$ cat config.mk
export PLATFORM = sky130hd
export DESIGN_NAME = json_comment_stripper_top
export DESIGN_NICKNAME = d
export VERILOG_FILES = /design/src/sv/jcs_pkg.sv /design/src/sv/jcs_scan.sv /design/src/sv/json_comment_stripper_top.sv
export SDC_FILE = /design/constraint.sdc
export NUM_CORES = 1
export LEC_CHECK = 0
export BUFFER_PORTS_ARGS = -buffer_cell sky130_fd_sc_hd__buf_4
export CORE_MARGIN = 1.5
export CORE_UTILIZATION = 55
export CTS_CLUSTER_DIAMETER = 150
export CTS_CLUSTER_SIZE = 14
export DETAILED_ROUTE_END_ITERATION = 7
export PLACE_DENSITY = 0.75
export SLEW_MARGIN = 20
export SYNTH_ARGS = -nofsm -noshare
export SYNTH_HDL_FRONTEND = slang
export SYNTH_SLANG_ARGS = --single-unit
$ cat constraint.sdc
create_clock -name aclk -period 4.2 [get_ports aclk]
set_input_delay 0 -clock aclk [delete_from_list [all_inputs] [get_ports aclk]]
set_output_delay 0 -clock aclk [all_outputs]
set_load 0.05 [all_outputs]
$ cat src/sv/jcs_pkg.sv
// Shared definitions for the JSON comment stripper.
// Scan mode codes, character constants and the result item type.
// No dependencies.
package jcs_pkg;

    localparam logic [2:0] MODE_OUT   = 3'd0;
    localparam logic [2:0] MODE_SLASH = 3'd1;
    localparam logic [2:0] MODE_LINE  = 3'd2;
    localparam logic [2:0] MODE_BLOCK = 3'd3;
    localparam logic [2:0] MODE_STAR  = 3'd4;
    localparam logic [2:0] MODE_STR   = 3'd5;
    localparam logic [2:0] MODE_ESC   = 3'd6;

    localparam logic [7:0] CH_QUOTE  = 8'h22;
    localparam logic [7:0] CH_SLASH  = 8'h2F;
    localparam logic [7:0] CH_STAR   = 8'h2A;
    localparam logic [7:0] CH_BSLASH = 8'h5C;
    localparam logic [7:0] CH_LF     = 8'h0A;
    localparam logic [7:0] CH_CR     = 8'h0D;
    localparam logic [7:0] CH_SPACE  = 8'h20;

    localparam int FIFO_DEPTH = 4;
    localparam int FIFO_AW    = 2;
    localparam int FIFO_CW    = 3;

    typedef struct packed {
        logic [7:0] data;
        logic       byte_valid;
        logic       run_last;
        logic       doc_end;
        logic       strip_error;
    } jcs_result_t;

    function automatic jcs_result_t jcs_byte(input logic [7:0] b);
        jcs_result_t r;
        r             = '0;
        r.data        = b;
        r.byte_valid  = 1'b1;
        return r;
    endfunction

endpackage

$ cat src/sv/jcs_scan.sv
// Scanner for the JSON comment stripper: holds the scan mode and turns one
// input item into zero, one or two result items.
// Depends on jcs_pkg.
module jcs_scan import jcs_pkg::*; (
    input  logic        aclk,
    input  logic        aresetn,
    input  logic        step,
    input  logic [7:0]  in_byte,
    input  logic        in_last,
    output logic [1:0]  res_count,
    output jcs_result_t res0,
    output jcs_result_t res1
);

    logic [2:0]  mode_reg;
    logic [2:0]  mode_next;
    logic [2:0]  mode_mid;
    jcs_result_t res_c [2];
    logic [1:0]  n_c;
    logic        err_c;

    always_comb begin
        res_c[0] = '0;
        res_c[1] = '0;
        n_c      = 2'd0;
        err_c    = 1'b0;
        mode_mid = mode_reg;

        unique case (mode_reg)
            MODE_SLASH: begin
                if (in_byte == CH_SLASH) begin
                    mode_mid = MODE_LINE;
                end else if (in_byte == CH_STAR) begin
                    mode_mid = MODE_BLOCK;
                end else begin
                    // held slash goes out, then the byte is treated as plain text
                    res_c[0] = jcs_byte(CH_SLASH);
                    n_c      = 2'd1;
                    if (in_byte == CH_SLASH) begin
                        mode_mid = MODE_SLASH;
                    end else begin
                        res_c[1] = jcs_byte(in_byte);
                        n_c      = 2'd2;
                        mode_mid = (in_byte == CH_QUOTE) ? MODE_STR : MODE_OUT;
                    end
                end
            end
            MODE_LINE: begin
                if (in_byte == CH_LF || in_byte == CH_CR) begin
                    res_c[0] = jcs_byte(in_byte);
                    n_c      = 2'd1;
                    mode_mid = MODE_OUT;
                end
            end
            MODE_BLOCK: begin
                if (in_byte == CH_STAR) begin
                    mode_mid = MODE_STAR;
                end
            end
            MODE_STAR: begin
                if (in_byte == CH_SLASH) begin
                    res_c[0] = jcs_byte(CH_SPACE);
                    n_c      = 2'd1;
                    mode_mid = MODE_OUT;
                end else if (in_byte != CH_STAR) begin
                    mode_mid = MODE_BLOCK;
                end
            end
            MODE_STR: begin
                if (in_byte == CH_BSLASH) begin
                    mode_mid = MODE_ESC;
                end else begin
                    res_c[0] = jcs_byte(in_byte);
                    n_c      = 2'd1;
                    if (in_byte == CH_QUOTE) begin
                        mode_mid = MODE_OUT;
                    end
                end
            end
            MODE_ESC: begin
                res_c[0] = jcs_byte(CH_BSLASH);
                res_c[1] = jcs_byte(in_byte);
                n_c      = 2'd2;
                mode_mid = MODE_STR;
            end
            default: begin
                // outside a string; the unused code behaves the same
                if (in_byte == CH_SLASH) begin
                    mode_mid = MODE_SLASH;
                end else begin
                    res_c[0] = jcs_byte(in_byte);
                    n_c      = 2'd1;
                    mode_mid = (in_byte == CH_QUOTE) ? MODE_STR : MODE_OUT;
                end
            end
        endcase

        mode_next = mode_mid;
        if (in_last) begin
            // n_c is at most one whenever a slash is still held here
            if (mode_mid == MODE_SLASH) begin
                res_c[n_c[0]] = jcs_byte(CH_SLASH);
                n_c           = n_c + 2'd1;
            end
            err_c = (mode_mid == MODE_BLOCK) || (mode_mid == MODE_STAR) ||
                    (mode_mid == MODE_ESC);
            mode_next = MODE_OUT;
            if (n_c == 2'd0) begin
                n_c = 2'd1;
            end
            res_c[n_c[1]].doc_end     = 1'b1;
            res_c[n_c[1]].strip_error = err_c;
        end
        if (n_c != 2'd0) begin
            res_c[n_c[1]].run_last = 1'b1;
        end
    end

    always_ff @(posedge aclk) begin
        if (!aresetn) begin
            mode_reg <= MODE_OUT;
        end else if (step) begin
            mode_reg <= mode_next;
        end
    end

    assign res_count = n_c;
    assign res0      = res_c[0];
    assign res1      = res_c[1];

    // end of document always leaves the scanner outside a string
    a_doc_resets_mode: assert property (@(posedge aclk) disable iff (!aresetn)
        step && in_last |=> mode_reg == MODE_OUT)
        else $error("scan mode not cleared after document end");

    // a byte that is not last yields at most one result unless something was held
    a_pair_only_when_held: assert property (@(posedge aclk) disable iff (!aresetn)
        step && !in_last && res_count == 2'd2 |->
            mode_reg == MODE_SLASH || mode_reg == MODE_ESC)
        else $error("two results without a held slash or backslash");

endmodule

$ cat src/sv/json_comment_stripper_top.sv
// Top level of the JSON comment stripper: input register, scanner and a
// small result queue in front of the output channel.
// Depends on jcs_pkg and jcs_scan.
//
//  channel | dir | tdata            | tuser                                   | tlast
//  s_      | in  | [7:0] in_byte    | -                                       | in_last
//  m_      | out | [7:0] out_byte   | [0] byte_valid [1] run_last [2] strip_error | doc_end
//
// One byte per cycle is taken while the queue has room; the scanner works on the registered
// byte and pushes up to two items into a four-entry result queue.
// A byte waits in the input register while the queue has fewer than two
// free entries.
// Synchronous active-low reset empties the queue and returns the scan mode
// to outside string. Either side may stall at any time.
module json_comment_stripper_top import jcs_pkg::*; (
    input  logic       aclk,
    input  logic       aresetn,
    input  logic       s_tvalid,
    output logic       s_tready,
    input  logic [7:0] s_tdata,   // [7:0] in_byte
    input  logic       s_tlast,
    output logic       m_tvalid,
    input  logic       m_tready,
    output logic [7:0] m_tdata,   // [7:0] out_byte
    output logic [2:0] m_tuser,   // [0] byte_valid, [1] run_last, [2] strip_error
    output logic       m_tlast
);

    logic               in_valid_reg;
    logic [7:0]         in_byte_reg;
    logic               in_last_reg;
    logic               drain;
    logic               pop;
    logic [1:0]         res_count;
    logic [1:0]         push_n;
    jcs_result_t        res0;
    jcs_result_t        res1;
    jcs_result_t        fifo_reg [FIFO_DEPTH];
    jcs_result_t        head;
    logic [FIFO_AW-1:0] wr_reg;
    logic [FIFO_AW-1:0] rd_reg;
    logic [FIFO_CW-1:0] count_reg;
    logic [FIFO_CW-1:0] count_next;

    assign drain    = in_valid_reg && (count_reg <= FIFO_CW'(FIFO_DEPTH - 2));
    assign s_tready = !in_valid_reg || drain;
    assign pop      = m_tvalid && m_tready;
    assign push_n   = drain ? res_count : 2'd0;

    jcs_scan u_scan (
        .aclk      (aclk),
        .aresetn   (aresetn),
        .step      (drain),
        .in_byte   (in_byte_reg),
        .in_last   (in_last_reg),
        .res_count (res_count),
        .res0      (res0),
        .res1      (res1)
    );

    always_ff @(posedge aclk) begin
        if (!aresetn) begin
            in_valid_reg <= 1'b0;
        end else if (s_tready) begin
            in_valid_reg <= s_tvalid;
        end
    end

    always_ff @(posedge aclk) begin
        if (s_tready && s_tvalid) begin
            in_byte_reg <= s_tdata;
            in_last_reg <= s_tlast;
        end
    end

    assign count_next = count_reg + FIFO_CW'(push_n) - FIFO_CW'(pop);

    always_ff @(posedge aclk) begin
        if (!aresetn) begin
            wr_reg    <= '0;
            rd_reg    <= '0;
            count_reg <= '0;
        end else begin
            wr_reg    <= wr_reg + FIFO_AW'(push_n);
            rd_reg    <= rd_reg + FIFO_AW'(pop);
            count_reg <= count_next;
        end
    end

    always_ff @(posedge aclk) begin
        if (push_n != 2'd0) begin
            fifo_reg[wr_reg] <= res0;
        end
        if (push_n == 2'd2) begin
            fifo_reg[FIFO_AW'(wr_reg + 1'b1)] <= res1;
        end
    end

    assign head     = fifo_reg[rd_reg];
    assign m_tvalid = (count_reg != '0);
    assign m_tdata  = head.data;
    assign m_tuser  = {head.strip_error, head.run_last, head.byte_valid};
    assign m_tlast  = head.doc_end;

    a_count_bound: assert property (@(posedge aclk) disable iff (!aresetn)
        count_reg <= FIFO_CW'(FIFO_DEPTH))
        else $error("result queue overflow");

    a_doc_end_closes_run: assert property (@(posedge aclk) disable iff (!aresetn)
        m_tvalid && m_tlast |-> m_tuser[1])
        else $error("document end item does not close its run");

    a_error_only_at_end: assert property (@(posedge aclk) disable iff (!aresetn)
        m_tvalid && m_tuser[2] |-> m_tlast)
        else $error("strip error outside document end");

    a_empty_item_zero: assert property (@(posedge aclk) disable iff (!aresetn)
        m_tvalid && !m_tuser[0] |-> m_tdata == 8'h00 && m_tlast)
        else $error("item without a byte carries data or is not a document end");

endmodule

==> results.yml <==
detailed_routing:
  avgRoutedWirePerCell_um: 18.92
  firstDrtPassIters: 7
  drt_iter0_drc: 222
  wl_um: 8193
  postRouteAntennaNets: 0
  drc: 1
  viasPerCell: 6.319
  vias: 2736
finish:
  ff_latch_area_um2: 1932
  largest_register_ffs: 48
  mostFrequentLayoutCells: "57 x edfxtp_1, 33 x buf_4, 28 x nand2_1, 17 x nor2_1, 13 x a32oi_1"
  instances_no_fill: 433
  finalNetCount: 370
  fin_util_pct: 67.37
  multiInputGateArea_um2: 1653
  fin_area_um2: 4327
  area_delta_synth_final_pct: 16.75
  final_common_cell: "edfxtp_1"
  antenna_cells: 0
  nFillCells: 481
  drive_gt1_share_pct: 20.51
sta:
  drv_slew: 0
  period_share_pct: 77.59
  worst_slack_ns: 0.9413
  setup-tns-final_ns: 0
  relSlewSlack_pct: 43.36
  min_period_ns: 3.259
  finClkSkew_ns: 0.01061
  setup_violations: 0
  hold_ws_ns: 0.1536
  tightest_slew_ns: 0.8484
  rsz0062_at_grt: "false"
  fmax_mhz: 306.9
  hold_viol: 0
power_and_ir_drop:
  p_comb_share_pct: 26.8
  peakVddDrop_mv: 0.2695
  power_frac_seq_pct: 42.0
  pwr-share-clk_pct: 31.2
  p_leak_nw: 1.493
  powerDensity_nw_per_um2: 475.5
  p_sw_uw: 641.8
  p_int_mw: 1.415
  netSwitchingFraction_pct: 31.20
  total_power_mw: 2.057
synthesis:
  synth.area.top_cells: "edfxtp_1 46%, mux4_2 7.3%, dfxtp_1 5.9%"
  yosysUniqueCellTypes: 62
  synth_edf_count: 57
  seq_area_frac_synth_pct: 52.13
  async_reset_ff_share_pct: 0
  yosysWarnings: 0
  synthCells: 316
  syn_area_um2: 3706
  syn_avg_cell_area_um2: 11.73
  ys.flop_type: "edfxtp_1"
  syn-num-nets: 335
  ys_ff_latch: 68
  synth_top_cell_area_share_pct: 46.19
  synth_largest_area_cell: "edfxtp_1"
worst_setup_path:
  cp-start-kind: "flip-flop"
  worst-path-stages: 12
  required_ns: 4.44
  rr_endpoint: "count_reg[2]"
  crit_path_frequent_cell: "and2_1"
  r2r-start: "in_byte_reg[3]"
  critPathMaxStageDelay_ns: 0.64
  path_max_fanout: 15
  end_kind: "flip-flop"
  cp.arrival_ns: 3.50
  crit_type: "reg -> reg"
  r2r_cells: 12
  crit_slowest_cell: "edfxtp_1"
  path_delay_family: "simple AND/OR/NAND/NOR gates"
  ff2ff_setup_slack_ns: 0.94
  critPathBufInv: 2
  crit_chain: "nor2b_1, a31o_2, and2_1, a211oi_1, buf_4, nor2_1, ha_1, inv_1, fa_1, xor2_1, xnor2_1, and2_1"
die:
  dieArea_um2: 7239
  die_h_um: 85.09
  die_w_um: 85.09
  core_area_um2: 6422
  initial_core_util_pct: 57.71
  ioPinCount: 27
  rows: 29
clock_tree:
  post_cts.repair.setup_buffers: 0
  cts_root_buffer: "clkbuf_8"
  clkLatencyLatePin_ns: 0.34
  cts_resized: 0
  h-tree-depth: 3
  cts_tree: "yes"
  numClockSinks: 68
  cts_max_path_buffers: 2
  clk_pin_slew_ns: 0.08
  numCtsBuffers: 9
  holdBufCountCts: 12
worst_hold_path:
  hold_depth: 4
  hold_path.class: "in -> reg"
  hold-path-endpoint: "rd_reg[0]"
  worstHoldStart: "m_tready"
grt:
  grt_pass1_vias: 2724
  antenna_found_initial: 0
  grt_max_degree: 25
  grt_pass1_wl_um: 13460
  grt_overflow: 0
  grt_use_total_pct: 24.40
placement:
  dpl-instance-area_um2: 3966
  dp_hpwl_um: 5804
  port_buffers: 26
  dp_slack_ns: 0.9661
  gp_congestion: 1.004
  placedCellCount: 405
status:
  status: "finished with violations"
  violations: "design-rule violations"
run:
  drv_cap: 0
-- kinds of logic (layout without fill, tap and decap cells) --
family	count (synthesis)	count (layout)	share of synthesized area, %
xor gates and xnor gates	7	7	1.654
and+or+nand+nor	113	113	17.29
buffers and inverters	31	71	3.680
muxes	13	13	7.562
AOI/OAI and AO/OA	78	78	15.46
adders and majority gates	6	6	2.228
DFF	68	68	52.13
-- power groups by stage --
stage	sequential [mW]	combinational [mW]	clock, mW
finish	0.864	0.551	0.643
global route	0.877	0.590	0.673
CTS	0.866	0.554	0.645
detailed placement	0.881	0.542	0
global placement	0.878	0.535	0
floorplan	0.831	0.445	0
-- area by class of cell --
cell class	count	area share, %
sequential	68	44.65
multi-input combinational	217	38.20
timing repair buffer	45	8.502
clock buffer	10	2.950
clock inverter	6	2.603
tap	77	2.227
inverter	10	0.8676
-- cell usage after synthesis (2+ instances only) --
| library cell | instances |
|---|---|
| a41oi_1 | 2 |
| and3_1 | 3 |
| mux4_2 | 12 |
| buf_6 | 2 |
| nand4_1 | 2 |
| o21a_1 | 6 |
| nand2_1 | 28 |
| a22oi_1 | 6 |
| nor3_1 | 8 |
| o22ai_1 | 3 |
| a22o_1 | 6 |
| a21oi_1 | 9 |
| nand2b_1 | 6 |
| nor4_2 | 2 |
| xor2_1 | 4 |
| a32oi_1 | 13 |
| ha_1 | 5 |
| buf_1 | 2 |
| nor2_1 | 17 |
| nor3b_1 | 4 |
| buf_2 | 4 |
| and2_1 | 12 |
| xnor2_1 | 3 |
| o21ai_0 | 11 |
| dfxtp_1 | 11 |
| nand3_1 | 7 |
| edfxtp_1 | 57 |
| or3_1 | 3 |
| inv_1 | 10 |
| a21boi_0 | 6 |
| nor2b_1 | 8 |
| clkbuf_1 | 13 |
| a31oi_1 | 2 |
-- worst max path at each step --
stage | to | start | slack (ns)
after floorplan | fifo_reg[2][0] | in_byte_reg[3] | 0.86
after global placement | count_reg[2] | in_byte_reg[3] | 1.09
after detailed placement | count_reg[2] | in_byte_reg[3] | 0.97
after CTS | count_reg[2] | in_byte_reg[3] | 0.96
after global routing | count_reg[2] | in_byte_reg[3] | 0.63
final | count_reg[2] | in_byte_reg[3] | 0.94
-- metal layers --
layer	global-route usage, %	routed length (µm)
met4	9.389	180
met1	32.86	3713
met2	38.53	3900
met3	5.837	400
met5	0	0
-- worst reg2reg max path, stage by stage, from the launching register on --
cell,delay [ns]
edfxtp_1,0.64
nor2b_1,0.37
a31o_2,0.24
and2_1,0.42
a211oi_1,0.14
buf_4,0.19
nor2_1,0.13
ha_1,0.17
inv_1,0.05
fa_1,0.37
xor2_1,0.16
xnor2_1,0.12
and2_1,0.15
Power figures use the tool's default switching activity.
